File: src/hw/rtl/pad_pkg.sv
// Shared types and constants for the PWM angle decoder.
// Used by the top level, pad_div, pad_ring and the checker; depends on nothing.
package pad_pkg;

  localparam int unsigned TS_W              = 32;
  localparam int unsigned BT_W              = 4;
  localparam int unsigned ANGLE_W           = 16;
  localparam int unsigned HIGH_W            = 16;
  localparam int unsigned DATA_W            = 18;
  localparam int unsigned MUL_W             = 30;
  localparam int unsigned PROD_W            = 28;
  localparam int unsigned DEN_W             = 16;
  localparam int unsigned AVG_DEPTH_DEFAULT = 10;

  localparam int unsigned PREAMBLE_BITS     = 128;
  localparam int unsigned FULL_SCALE_TENTHS = 3600;
  localparam int unsigned DATA_STEPS        = 4095;
  localparam int unsigned ANGLE_MAX         = 32767;
  localparam int          ANGLE_MIN         = -112;
  localparam logic [BT_W-1:0] BIT_TIME_RESET = BT_W'(2);

  typedef enum logic [0:0] {
    OP_EDGE = 1'b0,
    OP_READ = 1'b1
  } op_e;

  typedef enum logic [0:0] {
    CFG_BIT_TIME = 1'b0,
    CFG_AVG_EN   = 1'b1
  } cfg_idx_e;

  typedef enum logic [2:0] {
    ST_IDLE,
    ST_MUL,
    ST_DIV_ANGLE,
    ST_RING,
    ST_DIV_AVG,
    ST_OUT
  } state_e;

  typedef struct packed {
    logic              start;
    logic [PROD_W-1:0] num;
    logic [DEN_W-1:0]  den;
  } div_req_t;

  typedef struct packed {
    logic               push;
    logic [ANGLE_W-1:0] angle;
  } ring_req_t;

endpackage

File: src/hw/rtl/pwm_angle_decoder_with_average.sv
// Top level of the PWM angle decoder with moving average.
// Depends on pad_pkg, pad_div, pad_ring (and through it pad_ram).
//
// Usage:
//   Input words arrive on the s_axis channel. s_axis_tuser selects the kind:
//   an edge event (pin level in tdata[0], microsecond timestamp in
//   tdata[32:1]) or a read request (tdata ignored). Edge events update the
//   rise/fall time registers in the accept cycle and produce no output.
//   A read request yields one signed 16-bit angle in tenths of a degree on
//   m_axis.
//   A read runs through the serial divider for the angle scaling, and with
//   averaging also through a ring update and a reciprocal multiply by
//   1/AVERAGE_DEPTH. Throughput: one edge per cycle while idle; a new read
//   is taken only after the last has gone to the output register. The
//   sequencer holds s_axis_tready low while a read is in flight.
//   The result sits in an output register; the block takes further edges
//   while it waits there. If a second read finishes before the first result
//   is taken, hold it in the final state until the output register frees.
//   Reset: bit_time returns to 2, averaging is enabled, all times, the ring
//   (through per-entry valid bits), the sum and the position clear at once;
//   the block is ready in the first cycle after reset.
//   Configuration writes (cfg_index_i 0 = bit_time, 1 = average_enable) are
//   always accepted; issue them only while the block is idle.
module pwm_angle_decoder_with_average import pad_pkg::*; #(
  parameter int unsigned AVERAGE_DEPTH = AVG_DEPTH_DEFAULT
) (
  input  logic               clk_i,
  input  logic               rst_ni,
  // Input stream.
  input  logic               s_axis_tvalid,
  output logic               s_axis_tready,
  input  logic [39:0]        s_axis_tdata,   // [0] pin_level, [32:1] timestamp_us, zero pad
  input  logic [0:0]         s_axis_tuser,   // [0] operation
  // Output stream.
  output logic               m_axis_tvalid,
  input  logic               m_axis_tready,
  output logic [ANGLE_W-1:0] m_axis_tdata,   // [15:0] angle_tenths
  // Configuration writes.
  input  logic               cfg_valid_i,
  output logic               cfg_ready_o,
  input  logic [0:0]         cfg_index_i,
  input  logic [BT_W-1:0]    cfg_data_i
);

  localparam int unsigned SUM_W = ANGLE_W + $clog2(AVERAGE_DEPTH);
  localparam logic signed [MUL_W-1:0] FULL_SCALE_S = MUL_W'(FULL_SCALE_TENTHS);
  // Reciprocal of the ring depth, exact for every sum magnitude below 2^SUM_W.
  localparam int unsigned AVG_SHIFT  = SUM_W + $clog2(AVERAGE_DEPTH);
  localparam int unsigned AVG_PROD_W = 2 * SUM_W + 1;
  localparam longint unsigned AVG_RECIP =
    ((64'd1 << AVG_SHIFT) + 64'(AVERAGE_DEPTH) - 64'd1) / 64'(AVERAGE_DEPTH);

  // Configuration registers.
  logic [BT_W-1:0] bit_time_q;
  logic            avg_en_q;

  // Edge time registers.
  logic [TS_W-1:0] pending_rise_q;
  logic [TS_W-1:0] latched_rise_q;
  logic [TS_W-1:0] latched_fall_q;

  // Sequencer and datapath registers.
  state_e                    state_q, state_d;
  logic signed [DATA_W-1:0]  data_q;
  logic [DEN_W-1:0]          den_q;
  logic                      neg_q;
  logic [SUM_W-1:0]          avg_mag_q;
  logic [ANGLE_W-1:0]        angle_q;
  logic [ANGLE_W-1:0]        out_q;
  logic                      out_valid_q;

  logic                      in_acc;
  logic                      out_free;
  logic                      out_load;
  logic [TS_W-1:0]           high_full;
  logic [HIGH_W-1:0]         high_sat;
  logic [BT_W-1:0]           bt_eff;
  logic signed [DATA_W-1:0]  data_d;
  logic [DEN_W-1:0]          den_d;
  logic signed [MUL_W-1:0]   prod;
  logic [MUL_W-1:0]          prod_mag;
  logic signed [SUM_W-1:0]   sum_new;
  logic [SUM_W-1:0]          sum_mag;
  logic [AVG_PROD_W-1:0]     avg_prod;
  logic [ANGLE_W-1:0]        avg_quot;
  logic [ANGLE_W-1:0]        angle_raw;
  logic [ANGLE_W-1:0]        angle_avg;

  div_req_t          div_req;
  logic              div_done;
  logic [PROD_W-1:0] div_quot;
  ring_req_t         ring_req;

  assign cfg_ready_o = 1'b1;
  assign in_acc      = s_axis_tvalid && s_axis_tready;
  assign out_free    = !out_valid_q || m_axis_tready;

  // High time, preamble removal and divisor, formed from the latched pair.
  assign high_full = latched_fall_q - latched_rise_q;
  assign high_sat  = (|high_full[TS_W-1:HIGH_W]) ? '1 : high_full[HIGH_W-1:0];
  assign bt_eff    = (bit_time_q == '0) ? BT_W'(1) : bit_time_q;
  assign data_d    = $signed({{(DATA_W - HIGH_W){1'b0}}, high_sat})
                   - $signed(DATA_W'(bt_eff) * DATA_W'(PREAMBLE_BITS));
  assign den_d     = DEN_W'(bt_eff) * DEN_W'(DATA_STEPS);

  assign prod      = MUL_W'(data_q) * FULL_SCALE_S;
  assign prod_mag  = prod[MUL_W-1] ? MUL_W'(-prod) : MUL_W'(prod);
  assign sum_mag   = sum_new[SUM_W-1] ? SUM_W'(-sum_new) : SUM_W'(sum_new);

  // Average: multiply the held sum magnitude by the scaled reciprocal.
  assign avg_prod  = AVG_PROD_W'(avg_mag_q) * AVG_PROD_W'(AVG_RECIP);
  assign avg_quot  = avg_prod[AVG_SHIFT +: ANGLE_W];

  // Angle: negate negative quotients, saturate large positive ones.
  always_comb begin
    if (neg_q) begin
      angle_raw = ANGLE_W'(-div_quot[ANGLE_W-1:0]);
    end else if (div_quot > PROD_W'(ANGLE_MAX)) begin
      angle_raw = ANGLE_W'(ANGLE_MAX);
    end else begin
      angle_raw = div_quot[ANGLE_W-1:0];
    end
  end

  assign angle_avg = neg_q ? ANGLE_W'(-avg_quot) : avg_quot;

  // Sequencer: next state and control.
  always_comb begin
    state_d       = state_q;
    s_axis_tready = 1'b0;
    div_req       = '0;
    ring_req      = '0;
    out_load      = 1'b0;
    case (state_q)
      ST_IDLE: begin
        s_axis_tready = 1'b1;
        if (s_axis_tvalid && (s_axis_tuser == OP_READ)) begin
          state_d = ST_MUL;
        end
      end
      ST_MUL: begin
        div_req.start = 1'b1;
        div_req.num   = prod_mag[PROD_W-1:0];
        div_req.den   = den_q;
        state_d       = ST_DIV_ANGLE;
      end
      ST_DIV_ANGLE: begin
        if (div_done) begin
          state_d = avg_en_q ? ST_RING : ST_OUT;
        end
      end
      ST_RING: begin
        ring_req.push  = 1'b1;
        ring_req.angle = angle_q;
        state_d        = ST_DIV_AVG;
      end
      ST_DIV_AVG: begin
        state_d = ST_OUT;
      end
      ST_OUT: begin
        if (out_free) begin
          out_load = 1'b1;
          state_d  = ST_IDLE;
        end
      end
      default: begin
        state_d = ST_IDLE;
      end
    endcase
  end

  always_ff @(posedge clk_i or negedge rst_ni) begin
    if (!rst_ni) begin
      state_q <= ST_IDLE;
    end else begin
      state_q <= state_d;
    end
  end

  // Configuration writes.
  always_ff @(posedge clk_i or negedge rst_ni) begin
    if (!rst_ni) begin
      bit_time_q <= BIT_TIME_RESET;
      avg_en_q   <= 1'b1;
    end else if (cfg_valid_i && cfg_ready_o) begin
      case (cfg_index_i)
        CFG_BIT_TIME: bit_time_q <= cfg_data_i;
        CFG_AVG_EN:   avg_en_q   <= cfg_data_i[0];
        default:      bit_time_q <= bit_time_q;
      endcase
    end
  end

  // Edge events: record a rise, latch the pair on a fall.
  always_ff @(posedge clk_i or negedge rst_ni) begin
    if (!rst_ni) begin
      pending_rise_q <= '0;
      latched_rise_q <= '0;
      latched_fall_q <= '0;
    end else if (in_acc && (s_axis_tuser == OP_EDGE)) begin
      if (s_axis_tdata[0]) begin
        pending_rise_q <= s_axis_tdata[TS_W:1];
      end else begin
        latched_fall_q <= s_axis_tdata[TS_W:1];
        latched_rise_q <= pending_rise_q;
      end
    end
  end

  // Datapath registers along the read sequence.
  always_ff @(posedge clk_i) begin
    if (state_q == ST_IDLE) begin
      data_q <= data_d;
      den_q  <= den_d;
    end
    if (state_q == ST_MUL) begin
      neg_q <= prod[MUL_W-1];
    end
    if (state_q == ST_RING) begin
      neg_q     <= sum_new[SUM_W-1];
      avg_mag_q <= sum_mag;
    end
    if ((state_q == ST_DIV_ANGLE) && div_done) begin
      angle_q <= angle_raw;
    end
    if (state_q == ST_DIV_AVG) begin
      angle_q <= angle_avg;
    end
    if (out_load) begin
      out_q <= angle_q;
    end
  end

  // Output register: set on load, drop once taken.
  always_ff @(posedge clk_i or negedge rst_ni) begin
    if (!rst_ni) begin
      out_valid_q <= 1'b0;
    end else if (out_load) begin
      out_valid_q <= 1'b1;
    end else if (m_axis_tready) begin
      out_valid_q <= 1'b0;
    end
  end

  assign m_axis_tvalid = out_valid_q;
  assign m_axis_tdata  = out_q;

  pad_div u_div (
    .clk_i (clk_i),
    .rst_ni(rst_ni),
    .req_i (div_req),
    .done_o(div_done),
    .quot_o(div_quot)
  );

  pad_ring #(
    .AVERAGE_DEPTH(AVERAGE_DEPTH)
  ) u_ring (
    .clk_i (clk_i),
    .rst_ni(rst_ni),
    .req_i (ring_req),
    .sum_o (sum_new)
  );

endmodule

File: src/hw/rtl/pad_ram.sv
// Generic single-write, single-read RAM with a registered read port.
// Stands alone; instanced by the reading ring.
module pad_ram #(
  parameter int unsigned WIDTH  = 16,
  parameter int unsigned DEPTH  = 10,
  localparam int unsigned ADDR_W = (DEPTH > 1) ? $clog2(DEPTH) : 1
) (
  input  logic              clk_i,
  input  logic              we_i,
  input  logic [ADDR_W-1:0] waddr_i,
  input  logic [WIDTH-1:0]  wdata_i,
  input  logic [ADDR_W-1:0] raddr_i,
  output logic [WIDTH-1:0]  rdata_o
);

  logic [WIDTH-1:0] mem_q [DEPTH];
  logic [WIDTH-1:0] rdata_q;

  always_ff @(posedge clk_i) begin
    if (we_i) begin
      mem_q[waddr_i] <= wdata_i;
    end
    rdata_q <= mem_q[raddr_i];
  end

  assign rdata_o = rdata_q;

endmodule

File: src/hw/rtl/pad_div.sv
// Restoring radix-2 divider, one quotient bit per cycle.
// Depends on pad_pkg for operand widths and the request struct.
module pad_div import pad_pkg::*; (
  input  logic              clk_i,
  input  logic              rst_ni,
  input  div_req_t          req_i,
  output logic              done_o,
  output logic [PROD_W-1:0] quot_o
);

  localparam int unsigned CNT_W = $clog2(PROD_W + 1);

  logic [PROD_W-1:0] num_q;
  logic [DEN_W-1:0]  den_q;
  logic [DEN_W-1:0]  rem_q;
  logic [CNT_W-1:0]  cnt_q;
  logic              busy_q;
  logic              done_q;

  logic [DEN_W:0] rem_sh;
  logic [DEN_W:0] diff;
  logic           fits;

  assign rem_sh = {rem_q, num_q[PROD_W-1]};
  assign diff   = rem_sh - {1'b0, den_q};
  assign fits   = ~diff[DEN_W];

  always_ff @(posedge clk_i or negedge rst_ni) begin
    if (!rst_ni) begin
      busy_q <= 1'b0;
      done_q <= 1'b0;
      cnt_q  <= '0;
    end else if (req_i.start) begin
      busy_q <= 1'b1;
      done_q <= 1'b0;
      cnt_q  <= CNT_W'(PROD_W);
    end else if (busy_q) begin
      cnt_q  <= cnt_q - 1'b1;
      busy_q <= (cnt_q != CNT_W'(1));
      done_q <= (cnt_q == CNT_W'(1));
    end else begin
      done_q <= 1'b0;
    end
  end

  // Datapath: shift the dividend out and the quotient bits in.
  always_ff @(posedge clk_i) begin
    if (req_i.start) begin
      num_q <= req_i.num;
      den_q <= req_i.den;
      rem_q <= '0;
    end else if (busy_q) begin
      num_q <= {num_q[PROD_W-2:0], fits};
      rem_q <= fits ? diff[DEN_W-1:0] : rem_sh[DEN_W-1:0];
    end
  end

  assign done_o = done_q;
  assign quot_o = num_q;

endmodule

File: src/hw/rtl/pad_ring.sv
// Moving-average ring: reading RAM, per-entry valid bits, write position
// and running sum. Depends on pad_pkg and pad_ram.
module pad_ring import pad_pkg::*; #(
  parameter int unsigned AVERAGE_DEPTH = AVG_DEPTH_DEFAULT,
  localparam int unsigned SUM_W = ANGLE_W + $clog2(AVERAGE_DEPTH)
) (
  input  logic                    clk_i,
  input  logic                    rst_ni,
  input  ring_req_t               req_i,
  output logic signed [SUM_W-1:0] sum_o
);

  localparam int unsigned IDX_W = (AVERAGE_DEPTH > 1) ? $clog2(AVERAGE_DEPTH) : 1;
  localparam logic [IDX_W-1:0] LAST_POS = IDX_W'(AVERAGE_DEPTH - 1);

  logic [IDX_W-1:0]         pos_q, pos_d;
  logic [AVERAGE_DEPTH-1:0] valid_q;
  logic signed [SUM_W-1:0]  sum_q;
  logic [ANGLE_W-1:0]       rd_data;
  logic signed [ANGLE_W-1:0] old_val;

  // Entry never written reads as zero.
  assign old_val = valid_q[pos_q] ? $signed(rd_data) : '0;
  assign sum_o   = sum_q - SUM_W'(old_val) + SUM_W'($signed(req_i.angle));
  assign pos_d   = (pos_q == LAST_POS) ? '0 : pos_q + 1'b1;

  always_ff @(posedge clk_i or negedge rst_ni) begin
    if (!rst_ni) begin
      pos_q   <= '0;
      valid_q <= '0;
      sum_q   <= '0;
    end else if (req_i.push) begin
      valid_q[pos_q] <= 1'b1;
      pos_q          <= pos_d;
      sum_q          <= sum_o;
    end
  end

  pad_ram #(
    .WIDTH(ANGLE_W),
    .DEPTH(AVERAGE_DEPTH)
  ) u_ram (
    .clk_i  (clk_i),
    .we_i   (req_i.push),
    .waddr_i(pos_q),
    .wdata_i(req_i.angle),
    .raddr_i(pos_q),
    .rdata_o(rd_data)
  );

endmodule

File: config.mk
export PLATFORM = sky130hd
export DESIGN_NAME = pwm_angle_decoder_with_average
export DESIGN_NICKNAME = d
export VERILOG_FILES = /design/src/hw/rtl/pad_pkg.sv /design/src/hw/rtl/pwm_angle_decoder_with_average.sv /design/src/hw/rtl/pad_ram.sv /design/src/hw/rtl/pad_div.sv /design/src/hw/rtl/pad_ring.sv
export SDC_FILE = /design/constraint.sdc
export NUM_CORES = 1
export LEC_CHECK = 0
export ABC_AREA = 1
export BUFFER_PORTS_ARGS = -buffer_cell sky130_fd_sc_hd__buf_2
export CAP_MARGIN = 25
export CELL_PAD_IN_SITES_DETAIL_PLACEMENT = 0
export CELL_PAD_IN_SITES_GLOBAL_PLACEMENT = 1
export CORE_MARGIN = 2
export CORE_UTILIZATION = 50
export CTS_CLUSTER_DIAMETER = 80
export DETAILED_ROUTE_END_ITERATION = 8
export HOLD_SLACK_MARGIN = 0.08
export PLACE_DENSITY = 0.81
export SYNTH_ARGS = -nofsm -noshare
export SYNTH_HDL_FRONTEND = slang
export SYNTH_SLANG_ARGS = --single-unit
File: constraint.sdc
create_clock -name clk_i -period 7.35 [get_ports clk_i]
set_input_delay 0.735 -clock clk_i [delete_from_list [all_inputs] [get_ports clk_i]]
set_output_delay 0.735 -clock clk_i [all_outputs]
set_load 0.03 [all_outputs]
# Yosys cells after proc, flatten, opt, wreduce, memory -nomap -nowiden
# Memory sizes are Yosys's and may differ from the RTL's. A register that Yosys moved wholly into a read port is not among the register bits.
# Index checks and enable logic that the tools add are counted.
word_totals:
  ff_bits: 292
  mem_bits_rw: 160
  input_bits: 51
  output_inout_bits: 19
  word_cells: 116
  mem_count: 1
op_classes:
  add_sub_neg: 11
  mul: 3
  order_cmp: 3
  eq_ne: 11
  muxes: 40
  bitwise_logic: 5
  n_reduce_logical: 19
mem_list:
  columns: ["memory", "words", "word_bits", "rd", "rd_clocked_by_memory_dff", "wr", "line", "text"]
  rows:
  - ["u_ring.u_ram.mem_q", 10, 16, 1, 1, 1, "pad_ram.sv:16", "logic [WIDTH-1:0] mem_q [DEPTH];"]
op_table:
  columns: ["op", "n"]
  rows:
  - ["2-to-1 mux 16 bit", 8]
  - ["2-to-1 mux 28 bit", 3]
  - ["2-to-1 mux 45 bit", 1]
  - ["multiplier 20 x 20 -> 39 bit (second input constant)", 1]
  - ["negator 16 bit", 2]
  - ["subtractor 32 bit", 1]
  - ["> comparator 28 x 15 -> 1 bit (second input constant)", 1]
  - ["negator 28 bit", 1]
  - ["multiplier 17 x 9 -> 26 bit (second input constant)", 1]
  - ["adder 20 x 16 -> 20 bit", 1]
  - ["negator 20 bit", 1]
  - ["subtractor 20 x 16 -> 20 bit", 1]
  - ["2-to-1 mux 19 bit", 1]
  - ["one-hot mux 3 bit (6 select lines)", 1]
  - ["2-to-1 mux 17 bit", 1]
  - ["subtractor 16 x 11 -> 17 bit", 1]
  - ["subtractor 17 x 16 -> 17 bit", 1]
  - ["multiplier 4 x 12 -> 16 bit (second input constant)", 1]
  - ["OR reduction 16 bit", 1]
  - ["2-to-1 mux 1 bit", 15]
  - ["2-to-1 mux 3 bit", 4]
  - ["2-to-1 mux 5 bit", 2]
  - ["OR 10 bit", 1]
  - ["2-to-1 mux 4 bit", 2]
  - ["other kinds (23)", 39]

# Longest topological paths before layout
# Gate-level depths: netlist (run 1).
logic_depth:
  word_depth: 7
  mapped_depth: 35
  ltp_nobuf: 34

# By module
# From an unflattened synthesis (run 1), not the netlist that was laid out.
unflattened:
  hier_cells: 4693
  area_unflattened_um2: 37214.4
modules_own_cells:
  columns: ["mod", "instances", "cells_per_inst", "area_each_um2", "seq_area_each_um2"]
  rows:
  - ["pwm_angle_decoder_with_average", 1, 3032, 22846.9, 5212.5]
  - ["pad_ram", 1, 647, 7133.1, 5124.9]
  - ["pad_div", 1, 516, 3851.2, 1816.7]
  - ["pad_ring", 1, 498, 3383.2, 850.8]

# Least setup slack after synthesis (run 1)
# OpenSTA, ideal clock, no wires.
synth_path:
  path_type: "register to register"
  from: "reg avg_mag_q[8]"
  to: "reg angle_q[12], data pin"
  setup_time_ps: 252
  arrival_time_ps: 5792
  required_ps: 7098
  setup_slack_ps: 1305
  stages_incl_launch_ff: 33
  n_path_buf: 0
  synth_period_minus_slack_ps: 6045
  path_cell_list: "edfxtp_1 -> ha_1 -> xor2_1 -> ha_1 -> a21o_1 -> ha_1 -> fa_1 -> inv_1 -> fa_1 -> inv_1 -> fa_1 -> inv_1 -> fa_1 -> inv_1 -> ha_1 -> nand2_1 -> nand2_1 -> a21oi_1 -> a21boi_1 -> nand2_1 -> nand2_1 -> nand2_2 -> xnor2_1 -> ha_1 -> nand3_1 -> nor2_1 -> nand3_1 -> nand2_2 -> nand3_1 -> nand2_1 -> nand2_1 -> nand2_1 -> nand2_1"
synth_between:
  elab_chain_len: 4
synth_rtl:
  columns: ["element", "line", "text"]
  rows:
  - ["from (decl)", "pwm_angle_decoder_with_average.sv:67", "logic [SUM_W-1:0] avg_mag_q;"]
  - ["from (signal assigned)", "pwm_angle_decoder_with_average.sv:221", "avg_mag_q <= sum_mag;"]
  - ["multiplier 20 x 20 -> 39 bit (*)", "pwm_angle_decoder_with_average.sv:111", "assign avg_prod = AVG_PROD_W'(avg_mag_q) * AVG_PROD_W'(AVG_RECIP);"]
  - ["negator 16 bit", "pwm_angle_decoder_with_average.sv:125", "assign angle_avg = neg_q ? ANGLE_W'(-avg_quot) : avg_quot;"]
  - ["2-to-1 mux 16 bit (*)", "pwm_angle_decoder_with_average.sv:125", null]
  - ["2-to-1 mux 16 bit (*)", "pwm_angle_decoder_with_average.sv:226", "if (state_q == ST_DIV_AVG) begin"]
  - ["to (signal assigned)", "pwm_angle_decoder_with_average.sv:224", "angle_q <= angle_raw;"]
  - ["to (signal assigned)", "pwm_angle_decoder_with_average.sv:227", "angle_q <= angle_avg;"]
  - ["to (decl)", "pwm_angle_decoder_with_average.sv:68", "logic [ANGLE_W-1:0] angle_q;"]
# Mark *: on every way between the ends. The rest lies on a longest branch, timed or not.
# A chain may end at the register's enable or synchronous reset.

# Worst setup path in the final report (run 1)
layout_path:
  from: "reg avg_mag_q[5]"
  to: "reg angle_q[12], data pin"
# Same word-level chain as after synthesis.

==> metrics.txt, run 1 <==
status complete, no violations; power density over the cells 151 nW/µm²; period utilization 93.7%; Combinational Power Share 4.9%; Synth Area per Inst 8.54 µm²; number of buffers created by CTS 52; worst skew pair latency 0.63 ns; Lkg Pwr 18.9 nW; WHS 0.165 ns; first-pass GRT wire length 138,000 µm; Area growth syn-to-layout 9.41%; switching power 1.30 mW; Crit path top cell by count nand2_1; register area share after synthesis 36.7%; die width 270 µm; DRT Wirelength 84,300 µm; count leader, synth nand2_1; post-layout util 55.3%; HP Class input port to asynchronous set/reset pin; port bufs 61; clock power share 47.1%; RSZ-0062 raised after global routing no; clock tree buffer depth 3; antenna violations before repair 3; Worst R2R Start avg_mag_q[5]; Pre-antenna DRT Iters 5; Worst Setup Start Kind register; Synth Cell Area 35,500 µm²; worst setup margin 0.465 ns; Post-Layout Cell Count 5,211; Ys Warns 0; Reg2Reg Depth 31; H-tree Lvls 2; vias per cell 5.09; TritonCTS clock tree done; Multi-input gate area 19,100 µm²; peak supply drop 0.181 mV; post-DP HPWL 65,500 µm; commonest cells in the netlist nand2_1 (918), inv_1 (797), ha_1 (349); Worst setup EP type register; EDFF count, synth 290; asr flop ratio synth 31.2%; worst-path fanout max 7; core area 70,100 µm²; top cell type's share of synthesized area 24.5%; r2r setup slk 0.46 ns; wire length per cell 16.2 µm; sequential share of power 48.1%; max-cap viol count 0; Vias 26.5k; largest net degree at the start of global routing 104; post_cts resized 0; syn nets 4,742; CP peak stage delay 0.56 ns; ratio of cells with drive above 1 in the final layout 6.74%; # setup viols final 0; vias in the first global route 26.3k; Netlist cell types 70; slew margin rel. 36.2%; drt drc 0; total grt overflow 0; Filler cells 6,630; hold bufs inserted after CTS 0; critical path class register to register; fin. max-slew vios 0; Final min period 6.89 ns; Clock Sinks 468; Critical R2R Capture angle_q[12]; DR iter-0 viols 1,646; Area contributors post-synth edfxtp_1 (25%), ha_1 (12%), fa_1 (11%), dfrtp_1 (10%), nand2_1 (9.7%); fmax 145 MHz; data arrival time of the worst path 7.27 ns; CP max-delay cell edfxtp_1; #FFs+latches synth 468; switching share of power 22.2%; CP required 7.74 ns; post-CTS setup buffer count 0; area of the die 73,100 µm²; initial core utilization 50.6%; post-synthesis cell count 4,153; Routed Antenna Nets 0; Boundary Pins 70; Sum Neg Setup Slack 0 ns; Worst Skew 0.0421 ns; worst slew pin tran 0.957 ns; area leader, netlist edfxtp_1; register area 13,000 µm²; Synth Flop Type edfxtp_1; DIE HEIGHT 270 µm; Internal 4.56 mW; CTS Root Cell clkbuf_16; Routability Congestion 0.901; CP Launch Point avg_mag_q[5]; Placement Setup Slack 0.538 ns; row count 97; total track usage 23.5%; fin nets 4,816; Hold Vio Cnt, Final 0; placed cell count 5,112; CTS clk-pin slew, worst paths 0.06 ns
[cell type report]
cell class / count / share of cell area, %
multi-input combinational: 2788 / 49.2
sequential: 468 / 33.5
inverter: 821 / 7.95
clock buffer: 69 / 3.67
tap: 940 / 3.03
timing repair buffer: 96 / 1.56
clock inverter: 28 / 1.08
antenna: 1 / 0.00645
[sequential cells by signal, indices dropped and copies added, names as in the netlist, 3 cells and up]
name / cells
u_ring.valid_q: 10
den_q: 16
u_ring.sum_q: 20
latched_fall_q: 32
state_q: 3
angle_q: 16
pending_rise_q: 32
u_div.den_q: 16
data_q: 17
u_ring.pos_q: 4
latched_rise_q: 32
u_div.rem_q: 16
avg_mag_q: 20
bit_time_q: 4
u_ring.u_ram.rdata_o: 16
u_ring.u_ram.mem_q: 160
m_axis_tdata: 16
u_div.quot_o: 28
u_div.cnt_q: 5
[critical path, delay by kind of cell, from the launching register on]
| kind | cells | cell delay, ns |
|---|---|---|
| AO/OA/AOI/OAI | 2 | 0.39 |
| XOR/XNOR | 1 | 0.15 |
| adder cells (fa/ha/maj) | 9 | 3.85 |
| buffers and inverters | 5 | 0.37 |
| flip-flops | 1 | 0.56 |
| AND/OR/NAND/NOR | 14 | 1.34 |
[metal layers]
layer / part of all wire (%) / global-route usage (%) / routed length [µm] / vias up
met4: 2.5 / 6.53 / 2090 / 4
met2: 48 / 39.7 / 40500 / 457
met3: 3.9 / 2.84 / 3300 / 116
met5: 0.028 / 0 / 24 / -
li1: - / - / - / 13500
met1: 46 / 31.9 / 38400 / 12400
[kinds of logic (layout without fill, tap and decap cells)]
| family | count (synthesis) | count (layout) | share of synthesized area (%) |
|---|---|---|---|
| AOI/OAI and AO/OA | 520 | 520 | 8.30 |
| buffers and inverters | 897 | 1014 | 9.59 |
| and+or+nand+nor | 1609 | 1609 | 19.4 |
| muxes | 2 | 2 | 0.0635 |
| DFF | 468 | 468 | 36.7 |
| adders and majority gates | 538 | 538 | 23.0 |
| xor gates and xnor gates | 118 | 118 | 3.05 |
| other | 1 | 2 | 0.0106 |
[power by group through the flow]
| stage | sequential [mW] | clock, mW | combinational [mW] |
|---|---|---|---|
| after global placement | 2.87 | 0 | 0.275 |
| after detailed placement | 2.87 | 0 | 0.288 |
| final | 2.82 | 2.76 | 0.285 |
| after CTS | 2.82 | 2.82 | 0.290 |
| after global routing | 2.82 | 2.93 | 0.332 |
| after floorplan | 2.87 | 0 | 0.204 |
[layout by cell type (no fill, tap or decap), types with 8 or more instances in the layout]
cell and count:
nor2_1 288, dfrtp_1 144, xor2_1 68, buf_4 33, or2_2 8, xnor2_1 45
nor4_1 8, clkbuf_16 53, nand4_1 44, ha_1 349, o22ai_1 12, o31ai_1 9
o21bai_1 9, a22oi_1 32, a21oi_1 173, a21o_1 16, inv_2 19, o21ai_0 195
o211ai_1 22, nand2_2 21, nor3_1 31, nand3_2 8, clkbuf_1 12, nand2_1 916
nor2_2 17, dfxtp_1 32, nand3_1 224, o21ai_1 19, fa_1 189, nand3b_1 12
buf_2 60, inv_1 796, edfxtp_1 290
[stage by stage]
stage	area (µm²)	power [mW]
after floorplan	35500	3.07
after global placement	36900	3.15
after detailed placement	36900	3.16
after CTS	38800	5.93
after global routing	38800	6.08
final	38800	5.86
[worst max path at each step]
stage / to / slack, ns
after floorplan: angle_q[12] / 1.31
after global placement: angle_q[12] / 0.51
after detailed placement: angle_q[12] / 0.54
after CTS: angle_q[12] / 0.49
after global routing: angle_q[12] / 0.06
final: angle_q[12] / 0.46
No activity file was read; power rests on OpenSTA's default activity.
==> inputs of run 2 (changes only) <==
--- a/config.mk
+++ b/config.mk
@@ -11,11 +11,11 @@
 export CELL_PAD_IN_SITES_DETAIL_PLACEMENT = 0
 export CELL_PAD_IN_SITES_GLOBAL_PLACEMENT = 1
 export CORE_MARGIN = 2
-export CORE_UTILIZATION = 50
+export CORE_UTILIZATION = 38
 export CTS_CLUSTER_DIAMETER = 80
 export DETAILED_ROUTE_END_ITERATION = 8
 export HOLD_SLACK_MARGIN = 0.08
-export PLACE_DENSITY = 0.81
+export PLACE_DENSITY = 0.64
 export SYNTH_ARGS = -nofsm -noshare
 export SYNTH_HDL_FRONTEND = slang
 export SYNTH_SLANG_ARGS = --single-unit
==> run 2 against run 1 <==
Critical path type unchanged. Sequential share of layout area fell by 0.33 points. Clock skew increased by 0.010 ns. Hold slack gained 0.10 ns. Total power fell by 0.63%. Die area up 31%. Critical path depth down 7. Routed wire length rose by 7.1%. Count of clock-buffer cells in the layout is 4 higher. Largest power group unchanged. Clock power shrank 2%. Sequential power hardly changed.
==> metrics.txt, run 2 (synthesis results as in run 1) <==
vias in the first global route 26.2k; Reg with most FFs u_ring.u_ram.mem_q; CP peak stage delay 0.57 ns; Routability Congestion 0.878; Final Power 5.82 mW; commonest non-fill, non-tap cells in the layout nand2_1 (916), inv_1 (796), ha_1 (349); slew margin rel. 35.9%; CTS Root Cell clkbuf_16; critical path class register to register; port bufs 61; data arrival time of the worst path 7.23 ns; worst setup margin 0.479 ns; crit-path cells ha_1 > xor2_1 > ha_1 > fa_1 > fa_1 > fa_1 > fa_1 > ha_1 > ha_1 > a21oi_1 > o21ai_0 > a21oi_1 > nand3_1 > nand2_1 > ha_1 > nand3_1 > nor2_2 > nand3_1 > nand2_2 > nand3_1 > nand2_1 > nand2_1 > nand2_1 > nand2_1; number of buffers created by CTS 54; most common cell after layout, fill and taps aside nand2_1; CTS clk-pin slew, worst paths 0.06 ns; wire length per cell 16.3 µm; vias per cell 4.74; row count 112; fin. max-slew vios 0; worst skew pair latency 0.65 ns; total track usage 19.3%; Worst setup EP type register; Lkg Pwr 19.0 nW; antenna violations before repair 2; Hold Vio Cnt, Final 0; max-cap viol count 0; Worst Setup Start Kind register; CP max-delay cell edfxtp_1; CP required 7.71 ns; initial core utilization 38.2%; Final min period 6.87 ns; Pre-antenna DRT Iters 5; fin nets 4,820; Ant. Diodes 0; area post-placement 37,400 µm²; die width 310 µm; worst slew pin tran 0.961 ns; DIE HEIGHT 310 µm; power density over the cells 149 nW/µm²; TritonCTS clock tree done; ratio of cells with drive above 1 in the final layout 6.90%; Sum Neg Setup Slack 0 ns; total grt overflow 0; worst-path fanout max 7; HP Class input port to register; Area growth syn-to-layout 10.5%; fin area 39,200 µm²; largest net degree at the start of global routing 102; Clock Sinks 468; DR iter-0 viols 1,475; Worst Skew 0.0521 ns; first-pass GRT wire length 145,000 µm; peak supply drop 0.174 mV; drt drc 0; Routed Antenna Nets 0; Placement Setup Slack 0.378 ns; max reg flops 160; clock tree buffer depth 3; post-CTS setup buffer count 0; RSZ-0062 raised after global routing no; area of the die 95,800 µm²; DRT Wirelength 90,300 µm; status complete, no violations; H-tree Lvls 2; # setup viols final 0; post-DP HPWL 70,900 µm; Vias 26.2k; fmax 146 MHz; period utilization 93.5%; Boundary Pins 70; core area 92,900 µm²
==> run 2: cell count changes in the layout (fill, tap and decap cells not counted), sizes merged <==
| cell | change |
|---|---|
| clkinv | +9 |
| bufinv | -4 |
| clkbuf | +4 |
| clkinvlp | -3 |
| buf | +1 |
| diode | -1 |
| dlygate4sd3 | +1 |
| inv | -1 |
==> run 2: through the flow <==
step	instances	utilization [%]	hold WS, ns
2_1_floorplan	4153	-	0.423
3_3_place_gp	5426	40.2	0.440
3_5_place_dp	5428	40.2	0.447
4_1_cts	5531	42.2	0.212
5_1_grt	5531	42.2	0.236
6_report	5531	42.2	0.265
==> run 2: path summary, 6_finish.rpt <==
path	from	to	slack, ns	cells after the start
worst max-delay path	avg_mag_q[5]	angle_q[12]	0.48	24
worst min-delay path	cfg_valid_i	avg_en_q	0.26	2
worst max register to register	avg_mag_q[5]	angle_q[12]	0.48	24
worst min register to register	u_ring.valid_q[3]	u_ring.valid_q[3]	0.46	2
max in group asynchronous	rst_ni	u_div.cnt_q[2]	5.57	3
min in group asynchronous	rst_ni	latched_rise_q[17]	0.56	2
==> run 2: layout make-up <==
| type | instances | area [µm²] |
|---|---|---|
| repair buffers | 98 | 624 |
| clock inverters | 29 | 292 |
| clock buffers | 73 | 1530 |
| fillers | 9466 | 53700 |
| flip-flops and latches | 468 | 13000 |
| well taps | 1254 | 1570 |
| multi-input cells | 2788 | 19100 |
| inverters | 821 | 3080 |
==> run 2: repair_timing <==
action / CTS / global route
endpoints found under the setup margin: 0 / 4
endpoints found under the hold margin: 36 / 0
hold buffers: 1 / 0
gates resized for setup: 0 / 3
==> run 2: routing by layer <==
layer  wire, µm  global-route usage (%)  part of all wire [%]  vias to the layer above
met1      43500                    27.1                    48                    12300
met5          0                       0                     0                        -
met2      42100                    32.0                    47                      347
met3       3060                    2.40                   3.4                       92
li1           -                       -                     -                    13500
met4       1700                    4.10                   1.9                        0
==> run 2: power breakdown <==
| part | internal [mW] | leakage [nW] | switching, mW |
|---|---|---|---|
| clock network | 1.58 | 0.898 | 1.13 |
| logic | 0.115 | 13.8 | 0.180 |
| registers | 2.81 | 4.23 | 0.00761 |
==> run 2: worst max-delay path, delay by kind of cell, from the launching register on <==
family	cells	cell delay, ns
fa+ha+maj	9	3.83
simple gates	11	1.18
compound gates	3	0.66
flops	1	0.57
xor+xnor	1	0.33
